$ cat src/design/khc_pkg.sv
// ----------------------------------------------------------------------------
// khc_pkg
// Shared types and constants for the k-mer histogram counter: command codes,
// queue operation codes, back-end state encoding and fixed field widths.
// ----------------------------------------------------------------------------
`default_nettype none

package khc_pkg;

   // request command codes, carried in req_tuser
   typedef enum logic [1:0] {
      CMD_BASE  = 2'd0,
      CMD_START = 2'd1,
      CMD_READ  = 2'd2,
      CMD_CLEAR = 2'd3
   } cmd_type;

   // operations handed from the front end to the back end
   typedef enum logic [1:0] {
      OP_NONE  = 2'd0,
      OP_COUNT = 2'd1,
      OP_READ  = 2'd2,
      OP_CLEAR = 2'd3
   } op_type;

   // back-end states: clearing sweep over the histogram, or normal run
   typedef enum logic {
      ST_SWEEP = 1'b0,
      ST_RUN   = 1'b1
   } back_state_type;

   localparam int unsigned OP_WIDTH    = 2;
   localparam int unsigned BASE_WIDTH  = 2;
   localparam int unsigned QUERY_WIDTH = 16;
   localparam int unsigned INDEX_WIDTH = 16;
   localparam int unsigned VALUE_WIDTH = 32;
   localparam int unsigned KLEN_WIDTH  = 4;
   localparam int unsigned QUEUE_DEPTH = 4;

   localparam logic [KLEN_WIDTH-1:0] WORD_LENGTH_RESET = 4'd8;
   localparam logic [KLEN_WIDTH-1:0] SEEN_MAX          = 4'd15;

endpackage

`default_nettype wire

$ cat src/design/khc_front.sv
// ----------------------------------------------------------------------------
// khc_front
// Front end: takes requests and the word length register, keeps the sliding
// base window and the per-sequence base count, and turns each request into
// one queue operation (count, read, clear or none).
// ----------------------------------------------------------------------------
`default_nettype none

module khc_front #(
   parameter int unsigned MAX_WORD_LENGTH = 8
) (
   input  wire logic                                      clock,
   input  wire logic                                      reset,
   // request channel
   input  wire logic                                      req_tvalid,
   output logic                                           req_tready,
   input  wire logic [1:0]                                req_tuser,
   input  wire logic [23:0]                               req_tdata,
   // word length register
   input  wire logic                                      csr_valid,
   input  wire logic [khc_pkg::KLEN_WIDTH-1:0]            csr_data,
   // queue side
   input  wire logic                                      q_full,
   input  wire logic                                      sweeping,
   output logic                                           push,
   output logic [khc_pkg::OP_WIDTH+2*MAX_WORD_LENGTH-1:0] push_entry
);

   localparam int unsigned ADDR_W = 2 * MAX_WORD_LENGTH;

   logic [khc_pkg::KLEN_WIDTH-1:0]  word_length_ff, word_length_in;
   logic [khc_pkg::KLEN_WIDTH-1:0]  seen_ff, seen_in, seen_step, k_eff;
   logic [ADDR_W-1:0]               window_ff, window_in, window_shift, window_step;
   logic [ADDR_W-1:0]               query_addr, push_addr;
   logic [khc_pkg::BASE_WIDTH-1:0]  base;
   logic [khc_pkg::QUERY_WIDTH-1:0] query;
   khc_pkg::cmd_type                cmd;
   khc_pkg::op_type                 push_op;
   logic                            accept;

   assign req_tready = !q_full && !sweeping;
   assign accept     = req_tvalid && req_tready;
   assign cmd        = khc_pkg::cmd_type'(req_tuser);
   assign base       = req_tdata[1:0];
   assign query      = req_tdata[17:2];

   // read address: query masked or widened to the table address
   generate
      if (ADDR_W <= khc_pkg::QUERY_WIDTH) begin : g_query_cut
         assign query_addr = query[ADDR_W-1:0];
      end else begin : g_query_ext
         assign query_addr = {{(ADDR_W - khc_pkg::QUERY_WIDTH){1'b0}}, query};
      end
   endgenerate

   // effective k: zero reads as one, too large reads as the maximum
   always_comb begin
      if (word_length_ff == '0) begin
         k_eff = khc_pkg::KLEN_WIDTH'(1);
      end else if (word_length_ff > khc_pkg::KLEN_WIDTH'(MAX_WORD_LENGTH)) begin
         k_eff = khc_pkg::KLEN_WIDTH'(MAX_WORD_LENGTH);
      end else begin
         k_eff = word_length_ff;
      end
   end

   // window shift: oldest base drops, new base enters at position k-1
   assign window_shift = window_ff >> 2;
   always_comb begin
      for (int p = 0; p < MAX_WORD_LENGTH; p++) begin
         if (khc_pkg::KLEN_WIDTH'(p) + 1'b1 < k_eff) begin
            window_step[2*p +: 2] = window_shift[2*p +: 2];
         end else if (khc_pkg::KLEN_WIDTH'(p) + 1'b1 == k_eff) begin
            window_step[2*p +: 2] = base;
         end else begin
            window_step[2*p +: 2] = 2'b00;
         end
      end
   end

   // saturating base count for the current sequence
   assign seen_step = (seen_ff == khc_pkg::SEEN_MAX) ? seen_ff : seen_ff + 1'b1;

   // request decode and state next values
   always_comb begin
      word_length_in = word_length_ff;
      window_in      = window_ff;
      seen_in        = seen_ff;
      push_op        = khc_pkg::OP_NONE;
      push_addr      = '0;
      if (accept) begin
         case (cmd)
            khc_pkg::CMD_BASE: begin
               window_in = window_step;
               seen_in   = seen_step;
               if (seen_step >= k_eff) begin
                  push_op   = khc_pkg::OP_COUNT;
                  push_addr = window_step;
               end
            end
            khc_pkg::CMD_START: begin
               window_in = '0;
               seen_in   = '0;
            end
            khc_pkg::CMD_READ: begin
               push_op   = khc_pkg::OP_READ;
               push_addr = query_addr;
            end
            khc_pkg::CMD_CLEAR: begin
               push_op = khc_pkg::OP_CLEAR;
            end
            default: begin
               push_op = khc_pkg::OP_NONE;
            end
         endcase
      end
      // a word length write also starts a new sequence
      if (csr_valid) begin
         word_length_in = csr_data;
         window_in      = '0;
         seen_in        = '0;
      end
   end

   always_ff @(posedge clock) begin
      if (reset) begin
         word_length_ff <= khc_pkg::WORD_LENGTH_RESET;
         window_ff      <= '0;
         seen_ff        <= '0;
      end else begin
         word_length_ff <= word_length_in;
         window_ff      <= window_in;
         seen_ff        <= seen_in;
      end
   end

   assign push       = accept;
   assign push_entry = {push_op, push_addr};

endmodule

`default_nettype wire

$ cat config.mk
export PLATFORM = sky130hd
export DESIGN_NAME = khc_front
export DESIGN_NICKNAME = d
export VERILOG_FILES = /design/src/design/khc_pkg.sv /design/src/design/khc_front.sv
export SDC_FILE = /design/constraint.sdc
export NUM_CORES = 1
export LEC_CHECK = 0
export ABC_CLOCK_PERIOD_IN_PS = 2200
export BUFFER_PORTS_ARGS = -buffer_cell sky130_fd_sc_hd__buf_2
export CAP_MARGIN = 15
export CORE_ASPECT_RATIO = 1.75
export CORE_MARGIN = 5
export CORE_UTILIZATION = 44
export DETAILED_ROUTE_END_ITERATION = 7
export PLACE_DENSITY = 0.83
export SETUP_SLACK_MARGIN = 0.15
export SLEW_MARGIN = 40
export SYNTH_ARGS = -nofsm -noshare
export SYNTH_HDL_FRONTEND = slang
export SYNTH_SLANG_ARGS = --single-unit
$ cat constraint.sdc
create_clock -name clock -period 2.2 [get_ports clock]
set_input_delay 0.11 -clock clock [delete_from_list [all_inputs] [get_ports clock]]
set_output_delay 0.11 -clock clock [all_outputs]
set_load 0.02 [all_outputs]
* Word level (Yosys, flattened, before mapping)
Cells that the tools add are included.
** Cells by class
- Reductions and logical operators :: 9
- $lt $le $gt $ge :: 10
- Add/subtract/negate cells :: 1
- Equality and inequality tests :: 12
- Muxes and demuxes :: 27
** Operators with widths (number)
- 16-bit case mux with 2 select lines :: 2
- 2-bit two-way mux :: 17
- 16-bit two-way mux :: 2
- 3-bit by 4-bit == test with 1-bit output (first input constant) :: 4
- 3-bit by 4-bit < comparator with 1-bit output (first input constant) :: 4
- 4-bit two-way mux :: 3
- 2-bit by 4-bit == test with 1-bit output (first input constant) :: 2
- 2-bit by 4-bit < comparator with 1-bit output (first input constant) :: 2
- 4-bit case mux with 2 select lines :: 1
- 2-bit case mux with 3 select lines :: 1
- 4-bit by 1-bit adder with 4-bit output (second input constant) :: 1
- 1-bit by 4-bit == test with 1-bit output (first input constant) :: 1
- 2-bit == test (second input constant) :: 2
- 4-bit == test (first input constant) :: 1
- 4-bit == test (second input constant) :: 1
- 4-bit >= comparator :: 1
- 4-bit greater-than comparator (second input constant) :: 1
- 4-bit zero test :: 1
- 1-bit by 4-bit < comparator with 1-bit output (first input constant) :: 1
- 4-bit < comparator (first input constant) :: 1
- 2-bit by 1-bit == test with 1-bit output (second input constant) :: 1
- 1-bit logical AND :: 2
- 1-bit zero test :: 2
- 2-bit zero test :: 1
- 4 further kinds :: 4
** Storage, ports and cells
- Bits of input ports :: 36
- Register bits :: 24
- Output and inout bits :: 20

* Logic depth before layout (Yosys ltp)
- Depth in word-level cells :: 9
- Depth in mapped cells :: 11

* Worst setup path before layout
No wires, ideal clock.
- Path kind :: reg-to-output
- From :: reg word_length_ff[1] in the netlist's numbering
- To :: out push_entry[14] in the netlist's numbering
- Cell stages (with the launch flop) :: 12
- Slack :: -307 ps
- Arrival time :: 2397 ps
- Buffers on the path :: 3
- Data required time :: 2090 ps
- Path through :: dfxtp_1 > clkbuf_1 > buf_2 > nor2_1 > nor2_1 > nor2_1 > ha_1 > nand2b_1 > a2111o_1 > and3_1 > buf_2 > a32o_1
** On the way
- Cells in the longest elaborated chain, start to end :: 9
** Ends and longest elaborated chain
- start, declared :: line khc_front.sv:31 : logic [khc_pkg::KLEN_WIDTH-1:0] word_length_ff, word_length_in;
- start signal, assigned :: line khc_front.sv:127 : word_length_ff <= khc_pkg::WORD_LENGTH_RESET;
- start signal, assigned :: line khc_front.sv:131 : word_length_ff <= word_length_in;
- 4-bit greater-than comparator :: line khc_front.sv:60 : end else if (word_length_ff > khc_pkg::KLEN_WIDTH'(MAX_WORD_LENGTH)) begin
- 4-bit two-way mux :: line khc_front.sv:60
- 4-bit two-way mux * :: line khc_front.sv:58 : if (word_length_ff == '0) begin
- branches (longest 3 deep; another with 4-bit < comparator)
- 16-bit two-way mux * :: line khc_front.sv:96 : if (seen_step >= k_eff) begin
- 16-bit case mux with 2 select lines * :: line khc_front.sv:92 : case (cmd)
- 16-bit two-way mux * :: line khc_front.sv:91 : if (accept) begin
- end, declared :: line khc_front.sv:26 : output logic [khc_pkg::OP_WIDTH+2*MAX_WORD_LENGTH-1:0] push_entry
Mark *: on every way between the ends.

* Worst setup path after layout
- From :: reg seen_ff[1] in the netlist's numbering
- To :: out push_entry[15] in the netlist's numbering
** On the way
- Cells in the longest elaborated chain, start to end :: 6
** Ends and longest elaborated chain
- start, declared :: line khc_front.sv:32 : logic [khc_pkg::KLEN_WIDTH-1:0] seen_ff, seen_in, seen_step, k_eff;
- start signal, assigned :: line khc_front.sv:133 : seen_ff <= seen_in;
- 4-bit by 1-bit adder with 4-bit output or 4-bit == test (tied branches) :: line khc_front.sv:82 : assign seen_step = (seen_ff == khc_pkg::SEEN_MAX) ? seen_ff : seen_ff + 1'b1;
- 4-bit two-way mux * :: line khc_front.sv:82
- 4-bit >= comparator * :: line khc_front.sv:96
- 16-bit two-way mux * :: line khc_front.sv:96
- 16-bit case mux with 2 select lines * :: line khc_front.sv:92
- 16-bit two-way mux * :: line khc_front.sv:91
Every way passes the cells marked *; elsewhere a longest branch is shown, timed or not.

==> flow_metrics.py <==
metrics = {
    "timing": {
        "min_period_ns": 2.63,
        "slew_headroom": 0.757,
        "period_share": 1.20,
        "worstMarginPinSlew_ns": 0.361,
        "skew_ns": 0.00189,
        "rsz0062_at_grt": "yes",
        "hold_viol_final": 0,
        "setup_ws_ns": -0.433,
        "setup_viol": 17,
        "hold_ws_ns": 0.0626,
        "slew_viol_final": 0,
        "fmax_mhz": 380,
    },
    "logic_synthesis": {
        "synth_edf_count": 0,
        "synth-seq-cells": 22,
        "synth_adder_area_share": 0.0413,
        "synth.avg_cell_area_um2": 8.01,
        "synthArstFlopShare": 0,
        "synth_simple_gate_area_frac": 0.214,
        "ys_seq_area_frac": 0.291,
        "synth_top_family_by_area": "compound AO/OA/AOI/OAI gates",
        "ys_warn_count": 0,
        "synth_compound_area_frac": 0.329,
        "ys.flop_type": "dfxtp_1",
        "synth-xor-area-share": 0.00579,
        "synthesis.area_um2": 1510,
        "synthDistinctLibCells": 40,
        "synth_nets": 230,
        "postSynthCellCount": 189,
        "muxShareOfSynthArea": 0.0405,
    },
    "hold_path": {
        "worstHoldStart": "csr_data[3]",
        "hold_path.class": "in -> reg",
    },
    "detailed_routing": {
        "vias": 1764,
        "drc": 0,
        "detail_route.vias_per_cell": 6.06,
        "antenna_left": 0,
        "wl_per_cell_um": 16.5,
        "drtIter0Drc": 52,
        "drtPass1Iterations": 4,
        "drt_wl_total_um": 4810,
    },
    "critical_path": {
        "rrSetupSlack_ns": 0.74,
        "r2r-start": "seen_ff[0]",
        "worstPathArrival_ns": 2.52,
        "startpoint": "seen_ff[1]",
        "crit_path_end_kind": "output port",
        "cp_common_cell": "ha_4",
        "cp.required_ns": 2.09,
        "worstPathCellList": "ha_4 > nand3_4 > mux2_4 > ha_4 > a2111o_1 > and3_4 > a32o_2 > buf_6",
        "cpMaxStageDelayCell": "a2111o_1",
        "crit_path_max_fanout": 6,
        "crit_type": "reg -> out",
        "rr_worst_depth": 8,
        "critPathCapture": "push_entry[15]",
        "slowest_delay_ns": 0.47,
        "worstSetupStartpointType": "flip-flop",
        "r2r_end": "seen_ff[0]",
    },
    "floorplanning": {
        "io_pins": 56,
        "rows": 28,
        "dieArea_um2": 4760,
        "core_um2": 3360,
        "start_util": 0.450,
        "die_w_um": 54.3,
        "die_y_um": 87.6,
    },
    "layout": {
        "drive_gt1_frac": 0.370,
        "fillCellCount": 332,
        "final_nets": 288,
        "multi_input_area_um2": 1040,
        "seqCellArea_um2": 448,
        "area_growth_pct": 36.7,
        "antenna_cells": 0,
        "utilization": 0.615,
        "stdcell_count": 291,
    },
    "power_and_ir_drop": {
        "cellLeakagePower_nw": 0.890,
        "power_switching_mw": 0.226,
        "clkPwrFrac": 0.320,
        "vdd_drop_max_mv": 0.290,
        "internal_power_mw": 0.584,
        "swShare": 0.279,
        "pwr-share-comb": 0.183,
        "p_per_area_nw_per_um2": 391,
        "pwr-share-seq": 0.497,
    },
    "outcome": {
        "status": "complete, but fails checks",
        "failed_checks": "setup timing",
    },
    "grt": {
        "grt_pass1_wl_um": 7580,
        "grt_pass1_vias": 1608,
        "gr-total-overflow": 0,
        "grt_usage": 0.214,
        "grt_max_degree": 24,
        "antenna_found_initial": 0,
    },
    "cts": {
        "cts_root_buffer": "clkbuf_8",
        "cts_tree": "built",
        "clockBufferDepth": 2,
        "cts_hold_buf": 0,
        "clock_sinks": 22,
        "clk_pin_slew_ns": 0.08,
        "clock_latency_ns": 0.27,
        "h-tree-depth": 1,
        "cts_buffers": 3,
    },
    "run": {
        "drv_cap": 0,
    },
    "placed_design": {
        "placed_cells": 281,
        "gp_congestion": 0.900,
        "place_hpwl_um": 3380,
        "port_buffers": 49,
    },
}
-- critical path: cells and delay by family, from the launching register on --
family | cells | cell delay, ns
flops | 1 | 0.36
mux | 1 | 0.33
fa+ha+maj | 2 | 0.38
compound gates | 2 | 0.74
buf+inv | 1 | 0.13
simple gates | 2 | 0.31
-- layout make-up --
type | instances | share of cell area
multi-input cells | 146 | 0.503
flip-flops and latches | 22 | 0.216
inverters | 6 | 0.0109
repair buffers | 68 | 0.221
clock inverters | 1 | 0.00181
well taps | 45 | 0.0272
clock buffers | 3 | 0.0200
-- registers in the layout, indices dropped and copies added, names as in the netlist --
register,cells
word_length_ff,4
seen_ff,4
window_ff,14
-- Yosys cell counts (2+ instances only) --
cell type	count	area share
a21boi_0	2	0.0099
nand3_1	6	0.020
inv_1	6	0.015
nor3_1	4	0.013
o41ai_1	2	0.012
buf_2	4	0.013
nor2_1	21	0.052
nand2_1	20	0.050
dfxtp_1	22	0.29
a22o_1	9	0.052
a22o_2	3	0.020
or2_2	2	0.0083
buf_6	2	0.015
a22oi_1	9	0.045
ha_1	5	0.041
o21ai_0	13	0.043
clkbuf_1	9	0.022
a32o_1	7	0.046
or4_1	2	0.0099
a21oi_1	6	0.020
mux2i_1	5	0.033
o2bb2ai_1	5	0.029
nand2b_1	2	0.0083
o31ai_1	4	0.020
and3_1	4	0.017
-- power groups by stage --
stage          clock, mW  sequential (mW)  combinational [mW]
2_1_floorplan          0            0.412              0.0799
3_3_place_gp           0            0.412               0.132
3_5_place_dp           0            0.412               0.135
4_1_cts            0.258            0.403               0.142
5_1_grt            0.283            0.404               0.160
6_report           0.260            0.403               0.148
-- how the worst min path moves through the flow --
| stage | endpoint | cells after the start |
|---|---|---|
| 6_report | word_length_ff[3] | 3 |
| 5_1_grt | word_length_ff[3] | 3 |
| 4_1_cts | word_length_ff[3] | 3 |
| 3_5_place_dp | word_length_ff[3] | 3 |
| 3_3_place_gp | word_length_ff[3] | 3 |
| 2_1_floorplan | word_length_ff[0] | 1 |
-- logic make-up (layout without fill, tap and decap cells) --
kind of cell / count (synthesis) / in the layout
compound gates: 66 / 66
xor+xnor: 1 / 1
fa+ha+maj: 5 / 5
buf+inv: 22 / 78
flops: 22 / 22
mux: 6 / 6
simple gates: 67 / 68
-- layer usage --
layer | wire (µm) | up-vias | track usage | part of all wire
met5 | 0 | - | 0 | 0
met4 | 199 | 0 | 0.0952 | 0.041
met3 | 243 | 21 | 0.0256 | 0.051
met2 | 2680 | 69 | 0.391 | 0.56
met1 | 1690 | 847 | 0.234 | 0.35
li1 | - | 827 | - | -
-- metrics by stage --
step / area (µm²) / power (mW) / setup slack [ns] / TNS, ns
after global placement: 1880 / 0.544 / -0.0875 / -0.344
after global routing: 2070 / 0.847 / -0.499 / -7.22
after floorplan: 1590 / 0.492 / -0.0808 / -0.487
after CTS: 2040 / 0.803 / -0.396 / -5.44
final: 2070 / 0.810 / -0.433 / -6.03
after detailed placement: 1880 / 0.547 / -0.119 / -0.914
-- cell usage in the layout, fill, tap and decap left out, types with 5 or more instances in the layout --
master / n
buf_2: 38
nor2_1: 21
nand2_1: 20
dfxtp_1: 20
buf_4: 19
o21ai_0: 12
buf_6: 11
a22oi_1: 9
a22o_1: 9
inv_1: 6
a21oi_1: 6
mux2i_1: 5
a32o_1: 5
-- what timing repair did --
action                                  4_1_cts  5_1_grt
endpoints found under the setup margin       17       17
setup buffers                                 3        2
pin swaps                                    10        3
gates cloned                                  1        0
resized for setup                            25        3
(Power assumes the default switching activity.)
