==> config.mk <==
export PLATFORM = sky130hd
export DESIGN_NAME = khc_fifo
export DESIGN_NICKNAME = d
export VERILOG_FILES = /design/src/design/khc_fifo.sv
export SDC_FILE = /design/constraint.sdc
export NUM_CORES = 1
export LEC_CHECK = 0
export ABC_AREA = 1
export BUFFER_PORTS_ARGS = -buffer_cell sky130_fd_sc_hd__buf_2
export CAP_MARGIN = 15
export CORE_ASPECT_RATIO = 1.1
export CORE_MARGIN = 1.5
export CORE_UTILIZATION = 30
export CTS_CLUSTER_DIAMETER = 30
export CTS_CLUSTER_SIZE = 30
export DETAILED_ROUTE_END_ITERATION = 8
export PLACE_DENSITY = 0.52
export SYNTH_ARGS = -nofsm -noshare
export SYNTH_HDL_FRONTEND = slang
export SYNTH_SLANG_ARGS = --single-unit
==> constraint.sdc <==
create_clock -name clock -period 4.72 [get_ports clock]
set_clock_uncertainty 0.15 [all_clocks]
set_input_delay 0.708 -clock clock [delete_from_list [all_inputs] [get_ports clock]]
set_output_delay 0.708 -clock clock [all_outputs]
set_load 0.05 [all_outputs]
==> src/design/khc_fifo.sv <==
// ----------------------------------------------------------------------------
// khc_fifo
// Short register queue between the front end and the back end.
// Head entry is shown combinationally while the queue is not empty.
// ----------------------------------------------------------------------------
`default_nettype none

module khc_fifo #(
   parameter int unsigned WIDTH = 18,
   parameter int unsigned DEPTH = 4
) (
   input  wire logic             clock,
   input  wire logic             reset,
   input  wire logic             push,
   input  wire logic [WIDTH-1:0] push_data,
   output logic                  full,
   input  wire logic             pop,
   output logic      [WIDTH-1:0] pop_data,
   output logic                  not_empty
);

   localparam int unsigned PTR_W = (DEPTH > 1) ? $clog2(DEPTH) : 1;
   localparam int unsigned CNT_W = $clog2(DEPTH + 1);

   logic [WIDTH-1:0] slot_ff [DEPTH];
   logic [PTR_W-1:0] wptr_ff, wptr_in;
   logic [PTR_W-1:0] rptr_ff, rptr_in;
   logic [CNT_W-1:0] count_ff, count_in;

   assign full      = (count_ff == CNT_W'(DEPTH));
   assign not_empty = (count_ff != '0);
   assign pop_data  = slot_ff[rptr_ff];

   // pointer and fill count update
   always_comb begin
      wptr_in  = wptr_ff;
      rptr_in  = rptr_ff;
      count_in = count_ff;
      if (push) begin
         wptr_in = (wptr_ff == PTR_W'(DEPTH - 1)) ? '0 : wptr_ff + 1'b1;
      end
      if (pop) begin
         rptr_in = (rptr_ff == PTR_W'(DEPTH - 1)) ? '0 : rptr_ff + 1'b1;
      end
      if (push && !pop) begin
         count_in = count_ff + 1'b1;
      end else if (pop && !push) begin
         count_in = count_ff - 1'b1;
      end
   end

   always_ff @(posedge clock) begin
      if (reset) begin
         wptr_ff  <= '0;
         rptr_ff  <= '0;
         count_ff <= '0;
      end else begin
         wptr_ff  <= wptr_in;
         rptr_ff  <= rptr_in;
         count_ff <= count_in;
      end
   end

   // entry storage
   always_ff @(posedge clock) begin
      if (push) begin
         slot_ff[wptr_ff] <= push_data;
      end
   end

endmodule

`default_nettype wire

# [Word-level counts from Yosys, hierarchy flattened]
# Memory sizes are Yosys's and may differ from the RTL's. A register that Yosys moved wholly into a read port is not among the register bits.
# Index checks and enable logic that the tools add are counted.
[op_classes] addsub=4 multipliers=0 div=0 magnitude_cmp=0 n_eq_ne=3 shift=0 mux=8 bitwise_logic=0 reduce_logical=6
[op_table] op="2-bit 2-to-1 mux" count=4
[op_table] op="3-bit 2-to-1 mux" count=2
[op_table] op="2-bit by 1-bit adder with 2-bit output, second input constant" count=2
[op_table] op="2-bit == test, second input constant" count=2
[op_table] op="3-bit by 1-bit adder with 3-bit output, second input constant" count=1
[op_table] op="3-bit == test, second input constant" count=1
[op_table] op="3-bit nonzero test" count=1
[op_table] op="3-bit by 1-bit subtractor with 3-bit output, second input constant" count=1
[op_table] op="1-bit logical AND" count=2
[op_table] op="1-bit zero test" count=2
[op_table] op="1-bit 2-to-1 mux" count=2
[op_table] op="2-bit nonzero test" count=1
[totals] register_bits=7 latchBits=0 ramBits=72 romBits=0 in_bits=22 output_inout_bits=20 wordCells=25 mem_count=1
[memory_table] name="slot_ff" words=4 width=18 read_ports=1 rd_ports_with_merged_regs=1 write_ports=1 line="25" rtl="logic [WIDTH-1:0] slot_ff [DEPTH];"

# [Longest topological paths before layout]
# Gate-level depths: netlist of the first run.
[logic_depth] ltp_word=4 depth_mapped=10 depth_no_buf=10

# [Worst setup path after synthesis of the first run]
# Ideal clock, no wire load.
[synth_path] path_kind="reg-to-output" startpoint="register (tool-made name)" endpoint="output port pop_data[15]" arrival_time_ns=1.438 required_time_ns=3.862 slack_ns=2.424 path_stages_with_launch=6 cell_sequence="dfxtp_1 -> buf_4 -> clkinv_2 -> buf_6 -> o21ai_1 -> o22ai_1"
[synth_lines] element="end, declared" line="18" rtl="output logic [WIDTH-1:0] pop_data,"

==> impl_metrics.csv, run 1 <==
group,metric,value,unit
layout,antenna_cells,0,
yosys,ys.flop_type,"edfxtp_1",
yosys,ys_types,19,
sta,hold_viol_final,0,
floorplan,ios,42,
clock_network,numCtsBuffers,9,
pwr,p_sw,447,uW
yosys,seq_area_frac_synth,73.9,%
yosys,synthMuxAreaShare,0,%
pwr,p_seq_share,48.7,%
yosys,ys_ff_latch,81,
yosys,synth_most_common_cell,"edfxtp_1",
sta,hold_ws,0.384,ns
clock_network,htree_levels,3,
global_routing,antenna_found_initial,0,
yosys,synthAdderAreaFrac,3.00,%
yosys,synth_area_leaders,"edfxtp_1, dfxtp_1, nor2_1, o21ai_0, o22ai_1",
placement,dpl.cell_count,409,
route,vias,1869,
yosys,netlist_instances,234,
clock_network,ctsResizeCount,0,
sta,max_slew_margin,37.6,%
route,drc,0,
floorplan,fp.dieW,101,um
yosys,yosys.area.top_type,"edfxtp_1",
route,viasPerCell,4.42,
pwr,netSwitchingFraction,26.0,%
yosys,synth_top_family_by_area,"compound AO/OA/AOI/OAI gates",
pwr,combPwrFrac,13.7,%
critical_path,worstSetupEndpointType,"output port",
floorplan,die_h,111,um
yosys,synth_xor_area_share,0.276,%
yosys,netlist_top_cells_count,"edfxtp_1, nor2_1, o21ai_0",
floorplan,dieArea,11200,sq um
clock_network,hold_buffers,0,
yosys,synthSimpleGateAreaFrac,7.23,%
global_routing,grt.total_usage,11.8,%
sta,period_minus_slack,3.06,ns
critical_path,critPathMaxFanout,26,
route,drt_iter0_markers,80,
clock_network,clock_latency,0.32,ns
sta,final.period_utilization,64.8,%
clock_network,clockRootBuffer,"clkbuf_16",
pwr,power.density,461,nW/um^2
sta,fmax,327,MHz
global_routing,grt_pass1_wl,9.92,mm
critical_path,cp_data_arrival_time,2.20,ns
yosys,yosysWarningCount,0,
pwr,p_int,1.27,mW
route,routed_wirelength,6.17,mm
status,status,"finished clean",
route,drt-wirelength-per-cell,14.6,um
placement,dpl.hpwl,3.83,mm
layout,finalNonFillerCells,423,
clock_network,clk_path_buf_depth,2,
layout,drive_above_1_share,20.0,%
pwr,p_leak,1.38,nW
sta,slew_violations,0,
critical_path,rr_worst_depth,3,
floorplan,rows,39,
layout,synthToLayoutAreaGrowth,17.9,%
yosys,synthArstFlopShare,0,%
yosys,synth_edf_count,72,
sta,tightestPinTransition,0.935,ns
min_path,hold_depth,2,
run,drv_cap,0,
sta,setup_tns,0,ns
route,met1Wirelength,2.85,mm
route,ant_nets,0,
route,firstDrtPassIters,4,
floorplan,start_util,30.6,%
global_routing,grt_max_degree,37,
yosys,syn_area,3170,sq um
sta,rsz0062_at_grt,"false",
critical_path,required,3.86,ns
critical_path,startpoint_type,"register",
global_routing,grt_overflow,0,
clock_network,cts_num_sinks,81,
clock_network,post_cts_buffers,0,
pwr,p_clk_share,37.6,%
route,wl_met3,259,um
placement,io_buffers,41,
yosys,synth_compound_area_share,10.2,%
min_path,hold_path_class,"reg -> reg",
clock_network,cts_tree,"done",
critical_path,path_class,"reg -> out",
yosys,syn-num-nets,263,
yosys,yosysTopAreaCellShare,68.2,%
placement,gp_congestion,0.728,
yosys,syn_avg_cell_area,13.5,sq um
sta,setup_violations,0,
layout,num-nets-final,306,
route,wl_met2,2.95,mm
route,route.top_layer_used,"met4",
pwr,max-vdd-ir-drop,0.188,mV
global_routing,grt_pass1_vias,1982,
floorplan,coreArea,10300,sq um
clock_network,clk_pin_slew,0.06,ns
==> final timing paths <==
kind         startpoint            end  slack (ns)
max            register   pop_data[10]        1.66
min          wptr_ff[1]     wptr_ff[1]        0.38
max reg2reg  wptr_ff[0]  slot_ff[3][8]        2.92
min reg2reg  wptr_ff[1]     wptr_ff[1]        0.38
==> layer usage <==
metal	global-route usage (%)	vias to the layer above
li1	-	934
met1	14.8	888
met2	19.4	38
met3	3.03	9
met4	4.72	0
met5	0	-
==> metrics by stage <==
| step | cell area (sq um) | util, % | power (mW) | worst slack, ns |
|---|---|---|---|---|
| finish | 3730 | 36.1 | 1.72 | 1.66 |
| global route | 3730 | 36.1 | 1.79 | 1.44 |
| CTS | 3730 | 36.1 | 1.75 | 1.59 |
| detailed placement | 3460 | 33.4 | 1.09 | 1.97 |
| global placement | 3460 | 33.4 | 1.09 | 2.02 |
| floorplan | 3170 | - | 1.03 | 2.42 |
==> cells in the final DEF, fill, tap and decap left out, types with 3 or more instances in the layout <==
cell and count:
a21oi_1 3, o21ai_0 24, ha_1 6, nor2_1 45
clkbuf_16 9, nand2_1 9, edfxtp_1 72, o21ai_1 15
inv_1 14, nor3_1 3, o22ai_1 18, buf_2 41
dfxtp_1 9
==> final cells by class <==
class / instances / area [sq um]
Sequential cell: 81 / 2340
Fill cell: 1027 / 6610
Timing Repair Buffer: 42 / 213
Multi-Input combinational cell: 127 / 656
Clock buffer: 10 / 229
Clock inverter: 4 / 46.3
Inverter: 16 / 68.8
Tap cell: 143 / 179
==> state kept, by name, summed over array words and instances, names as in the netlist, named ones only <==
signal / flops
rptr_ff: 2
count_ff: 3
slot_ff: 72
wptr_ff: 2
==> power by group through the flow <==
stage | Combinational, mW | Clock (mW) | Sequential (mW)
2_1_floorplan | 0.190 | 0 | 0.841
3_3_place_gp | 0.235 | 0 | 0.853
3_5_place_dp | 0.238 | 0 | 0.854
4_1_cts | 0.239 | 0.667 | 0.839
5_1_grt | 0.256 | 0.691 | 0.844
6_report | 0.235 | 0.647 | 0.839
==> worst max-delay path, stage by stage, from the launching register on <==
cell	delay (ns)
dfxtp_1	0.93
buf_4	0.32
o21ai_0	0.11
o22ai_1	0.21
buf_2	0.30
==> kinds of logic after synthesis <==
group           Yosys count
compound gates           60
xor+xnor                  1
fa+ha+maj                 7
buf+inv                  26
flops                    81
simple gates             59
Note: power is estimated with default switching activity, not from simulation.
==> run 2: changes to the inputs <==
ABC_AREA = 0   (was 1)
clock period = 3.1 ns   (was 4.72 ns; I/O delays follow)
==> run 2 against run 1 <==
Compared with the run above: power is 35% higher; count of clock-buffer cells in the layout stayed put; synthesized cell count is 41% lower; clock power is 11% higher; via count is 22% lower; critical endpoint is now pop_data[9]; routed wire length is 15% lower; core utilization is 0.41 points higher; final area is 2.8% lower; combinational power is 45% higher.
==> impl_metrics.csv, run 2 <==
group,metric,value,unit
clock_network,clock_latency,0.34,ns
layout,regMostFlops,"slot_ff",
clock_network,clockRootBuffer,"clkbuf_8",
clock_network,htree_levels,3,
sta,max_slew_margin,78.1,%
layout,largest_reg_flops,72,
pwr,power.density,641,nW/um^2
yosys,yosys.area.top_type,"edfxtp_1",
pwr,max-vdd-ir-drop,0.261,mV
route,firstDrtPassIters,5,
route,drt-wirelength-per-cell,16.6,um
floorplan,start_util,31.0,%
clock_network,cts_num_sinks,81,
clock_network,hold_buffers,0,
yosys,synthArstFlopShare,0,%
route,drt_iter0_markers,69,
route,routed_wirelength,5.25,mm
floorplan,dieArea,10900,sq um
yosys,yosysTopAreaCellShare,70.2,%
sta,slew_violations,0,
placement,gp_congestion,0.641,
clock_network,cts_tree,"done",
sta,period_minus_slack,2.53,ns
floorplan,coreArea,9940,sq um
sta,fmax,396,MHz
min_path,hold_path_class,"in -> reg",
yosys,synth_most_common_cell,"edfxtp_1",
status,status,"finished clean",
yosys,ys_types,18,
placement,dpl.hpwl,3.35,mm
yosys,synth_area_leaders,"edfxtp_1, mux4_2, mux4_1, dfxtp_1, ha_1",
sta,rsz0062_at_grt,"false",
placement,io_buffers,41,
yosys,netlist_instances,138,
yosys,syn-num-nets,167,
route,viasPerCell,4.59,
critical_path,crit_chain,"buf_4 -> mux4_1 -> buf_2",
clock_network,ctsResizeCount,0,
global_routing,grt_overflow,0,
critical_path,crit_cells,3,
yosys,ys.flop_type,"edfxtp_1",
sta,final.period_utilization,81.5,%
critical_path,cp_data_arrival_time,1.91,ns
clock_network,clk_path_buf_depth,2,
pwr,p_leak,1.28,nW
route,vias,1456,
route,drc,0,
floorplan,rows,38,
yosys,syn_area,3080,sq um
critical_path,cp_top_family,"multiplexers",
yosys,yosysWarningCount,0,
layout,synthToLayoutAreaGrowth,17.7,%
sta,setup_tns,0,ns
global_routing,grt_pass1_vias,1504,
clock_network,post_cts_buffers,0,
floorplan,die_h,109,um
yosys,ys_ff_latch,81,
clock_network,numCtsBuffers,9,
critical_path,slowest_delay,0.60,ns
sta,setup_violations,0,
global_routing,grt_pass1_wl,8.00,mm
yosys,syn_avg_cell_area,22.3,sq um
critical_path,rr_worst_depth,4,
yosys,synth_edf_count,72,
sta,hold_viol_final,0,
yosys,netlist_top_cells_count,"edfxtp_1, mux4_2, dfxtp_1",
route,ant_nets,0,
run,drv_cap,0,
layout,largestRegisters,"slot_ff (72), count_ff (3)",
global_routing,grt.total_usage,10.5,%
global_routing,antenna_found_initial,0,
pwr,finalPower,2.32,mW
critical_path,rrSetupSlack,1.46,ns
floorplan,ios,42,
critical_path,required,2.48,ns
sta,tightestPinTransition,0.328,ns
critical_path,worstSetupEndpointType,"output port",
yosys,seq_area_frac_synth,76.0,%
layout,layout_common_cells,"edfxtp_1, buf_2, mux4_2, dfxtp_1, clkbuf_8",
clock_network,clk_pin_slew,0.08,ns
critical_path,startpoint_type,"register",
layout,drive_above_1_share,35.7,%
critical_path,path_class,"reg -> out",
layout,num-nets-final,221,
layout,final_common_cell,"edfxtp_1",
layout,fillCellCount,913,
min_path,hold_depth,1,
critical_path,cp_slowest_cell,"mux4_1",
floorplan,fp.dieW,99.6,um
critical_path,critPathMaxFanout,16,
critical_path,crit_buf_inv,2,
global_routing,grt_max_degree,19,
run 2: stage by stage:
| stage | cell area [sq um] | hold WS (ns) | std cells | setup slack [ns] | utilization, % |
|---|---|---|---|---|---|
| 2_1_floorplan | 3080 | 0.305 | 138 | 0.988 | - |
| 3_3_place_gp | 3440 | 0.334 | 301 | 0.926 | 34.6 |
| 3_5_place_dp | 3440 | 0.339 | 301 | 0.909 | 34.6 |
| 4_1_cts | 3620 | 0.169 | 316 | 0.520 | 36.5 |
| 5_1_grt | 3620 | 0.167 | 316 | 0.449 | 36.5 |
| 6_report | 3630 | 0.182 | 317 | 0.573 | 36.5 |
run 2: layout make-up:
cell class	instances	area [sq um]	area share, %
antenna	1	2.50	0.0690
sequential	81	2340	64.6
tap	120	150	4.14
timing repair buffer	47	250	6.90
multi-input combinational	49	682	18.8
inverter	4	15.0	0.414
clock buffer	10	128	3.52
clock inverter	5	57.6	1.59
run 2: routing by layer:
metal / share of wire [%] / global-route usage, %
met5: 0 / 0
met4: 1.9 / 5.43
met3: 6.3 / 3.91
met2: 48 / 17.1
met1: 44 / 12.2
run 2: power by group:
part           leakage (nW)  total [mW]  internal [mW]  switching, mW
logic                 0.460       0.340          0.106          0.233
clock network        0.0860       0.721          0.366          0.354
registers             0.736        1.26           1.24         0.0197
total                  1.28        2.32           1.72          0.608
run 2: cell families (layout without fill, tap and decap cells):
| logic type | Yosys count | count (layout) | share of synthesized area [%] |
|---|---|---|---|
| DFF | 81 | 81 | 76.0 |
| muxes | 22 | 22 | 15.4 |
| and+or+nand+nor | 15 | 15 | 2.56 |
| buffers and inverters | 8 | 66 | 1.83 |
| adders and majority gates | 7 | 7 | 3.09 |
| AOI/OAI and AO/OA | 3 | 3 | 0.487 |
| xor gates and xnor gates | 2 | 2 | 0.569 |
| other | 0 | 1 | 0 |
run 2: final timing paths:
kind	from	to
worst min register to register	count_ff[2]	count_ff[2]
worst min-delay path	push_data[12]	slot_ff[0][12]
worst max-delay path	register	pop_data[9]
worst max register to register	wptr_ff[0]	slot_ff[0][6]
run 2: worst register-to-register path, stage by stage (launching register included):
cell and delay [ns]:
dfxtp_1 0.35, inv_1 0.09, ha_1 0.14, and2_1 0.27, buf_4 0.33
==> run 3: changes to the inputs <==
ABC_AREA = 1   (was 0)
PLACE_DENSITY = 0.54   (was 0.52)
clock period = 2.25 ns   (was 3.1 ns; I/O delays follow)
==> run 3 against run 2 <==
Compared with the run above: core utilization grew 0.73 points; clock power grew 120%; die area grew 2.8%; cell count grew 36%; first-iteration DRC count shrank 32%; critical path type unchanged.
==> impl_metrics.csv, run 3 (synthesis gave the netlist of run 1 again) <==
group,metric,value,unit
critical_path,crit_chain,"buf_4 -> inv_8 -> nor2_1 -> o22ai_1 -> buf_2",
sta,setup_tns,0,ns
route,routed_wirelength,6.12,mm
layout,final_design_area_no_fill,3850,sq um
global_routing,grt_pass1_wl,9.89,mm
clock_network,clockRootBuffer,"clkbuf_16",
critical_path,r2r-start,"wptr_ff[1]",
sta,max_slew_margin,80.1,%
placement,io_buffers,41,
sta,fmax,461,MHz
critical_path,rrSetupSlack,0.65,ns
layout,antenna_cells,0,
placement,pre_cts_ws,0.286,ns
clock_network,cts_num_sinks,81,
layout,largestRegisters,"slot_ff (72), count_ff (3)",
critical_path,cp_slowest_cell,"dfxtp_1",
route,drc,0,
pwr,p_clk_share,41.8,%
sta,fin_ws,0.0800,ns
floorplan,dieArea,11200,sq um
sta,setup_violations,0,
pwr,combPwrFrac,13.4,%
min_path,hold_path_class,"in -> reg",
route,met1Wirelength,2.77,mm
clock_network,cts_tree,"done",
min_path,hold_depth,2,
route,wl_met3,278,um
critical_path,cp_top_family,"buffers and inverters",
critical_path,crit_buf_inv,3,
route,wl_met2,2.92,mm
min_path,hp-start,"reset",
sta,period_minus_slack,2.17,ns
clock_network,numCtsBuffers,9,
clock_network,htree_levels,3,
floorplan,start_util,30.6,%
sta,final.period_utilization,96.4,%
critical_path,path_class,"reg -> out",
layout,layout_common_cells,"edfxtp_1, nor2_1, buf_2, o21ai_0, o22ai_1",
layout,final_common_cell,"edfxtp_1",
critical_path,worstSetupEndpointType,"output port",
floorplan,fp.dieW,101,um
global_routing,grt_pass1_vias,1925,
pwr,max-vdd-ir-drop,0.369,mV
layout,synthToLayoutAreaGrowth,21.6,%
route,ant_nets,0,
critical_path,critPathMaxFanout,36,
layout,drive_above_1_share,22.9,%
clock_network,clk_pin_slew,0.06,ns
critical_path,worstReg2RegEnd,"slot_ff[1][12]",
layout,largest_reg_flops,72,
min_path,holdPathEnd,"wptr_ff[0]",
route,viasPerCell,4.50,
critical_path,required,1.76,ns
global_routing,grt_max_degree,37,
placement,dpl.hpwl,3.97,mm
route,firstDrtPassIters,4,
sta,hold_viol_final,0,
global_routing,grt.total_usage,11.8,%
pwr,netSwitchingFraction,25.0,%
run,drv_cap,0,
critical_path,slowest_delay,0.31,ns
route,drt-wirelength-per-cell,14.2,um
pwr,p_sw,970,uW
placement,dpl_cell_area,3510,sq um
pwr,p_int,2.92,mW
route,drt_iter0_markers,47,
floorplan,rows,39,
critical_path,rr_worst_depth,5,
critical_path,startpoint_type,"register",
layout,regMostFlops,"slot_ff",
global_routing,antenna_found_initial,0,
critical_path,cp_data_arrival_time,1.68,ns
sta,slew_violations,0,
layout,num-nets-final,313,
placement,gp_congestion,0.705,
sta,rsz0062_at_grt,"false",
layout,fillCellCount,1023,
floorplan,ios,42,
clock_network,clk_path_buf_depth,2,
floorplan,die_h,111,um
floorplan,coreArea,10300,sq um
route,vias,1941,
status,status,"finished clean",
route,route.top_layer_used,"met4",
clock_network,post_cts_buffers,0,
pwr,p_leak,1.45,nW
pwr,power.density,1010,nW/um^2
clock_network,clock_latency,0.33,ns
sta,tightestPinTransition,0.298,ns
pwr,p_seq_share,44.9,%
global_routing,grt_overflow,0,
## run 3: cell count changes in the layout (fill, tap and decap cells not counted), sizes merged, moves of 3 or more
cell / change
o21ai: +38
nor2: +38
inv: +11
and2: -4
mux2i: -4
nand2: +9
mux4: -18
o22ai: +18
nor3: +3
## run 3: final cells by class
class	instances	area [sq um]	share of cell area [%]
inverter	16	72.6	1.88
sequential	81	2340	60.9
timing repair buffer	49	268	6.95
clock inverter	6	108	2.79
tap	143	179	4.65
clock buffer	9	225	5.85
multi-input combinational	127	656	17.0
## run 3: per-stage QoR
step	hold WS, ns	instances	utilization, %	total power, mW
2_1_floorplan	0.260	234	-	2.16
3_3_place_gp	0.368	416	33.9	2.29
3_5_place_dp	0.378	416	33.9	2.30
4_1_cts	0.0487	431	37.2	3.92
5_1_grt	0.0665	431	37.2	4.02
6_report	0.0615	431	37.2	3.89
## run 3: repair_timing
action / in CTS / in global routing
endpoints found under the setup margin: 18 / 18
hold endpoints to repair: 0 / 0
resized for setup: 1 / 2
hold buffers: 0 / 0
## run 3: worst max path at each step
stage	startpoint	endpoint	slack (ns)	depth (start not counted)
floorplan	register	pop_data[15]	0.32	5
global placement	register	pop_data[0]	0.33	4
detailed placement	register	pop_data[6]	0.29	4
CTS	register	pop_data[3]	0.01	4
global route	register	pop_data[10]	0.00005	5
finish	register	pop_data[14]	0.08	5
## run 3: routing by layer
| metal | GRT usage [%] | up-vias |
|---|---|---|
| met5 | 0 | - |
| met3 | 3.53 | 15 |
| met2 | 18.5 | 48 |
| met4 | 5.46 | 0 |
| li1 | - | 945 |
| met1 | 14.9 | 933 |
## run 3: power by group through the flow
stage	registers (mW)	logic [mW]	clock network [mW]
2_1_floorplan	1.76	0.398	0
3_3_place_gp	1.77	0.520	0
3_5_place_dp	1.78	0.523	0
4_1_cts	1.74	0.525	1.65
5_1_grt	1.75	0.567	1.70
6_report	1.74	0.519	1.62
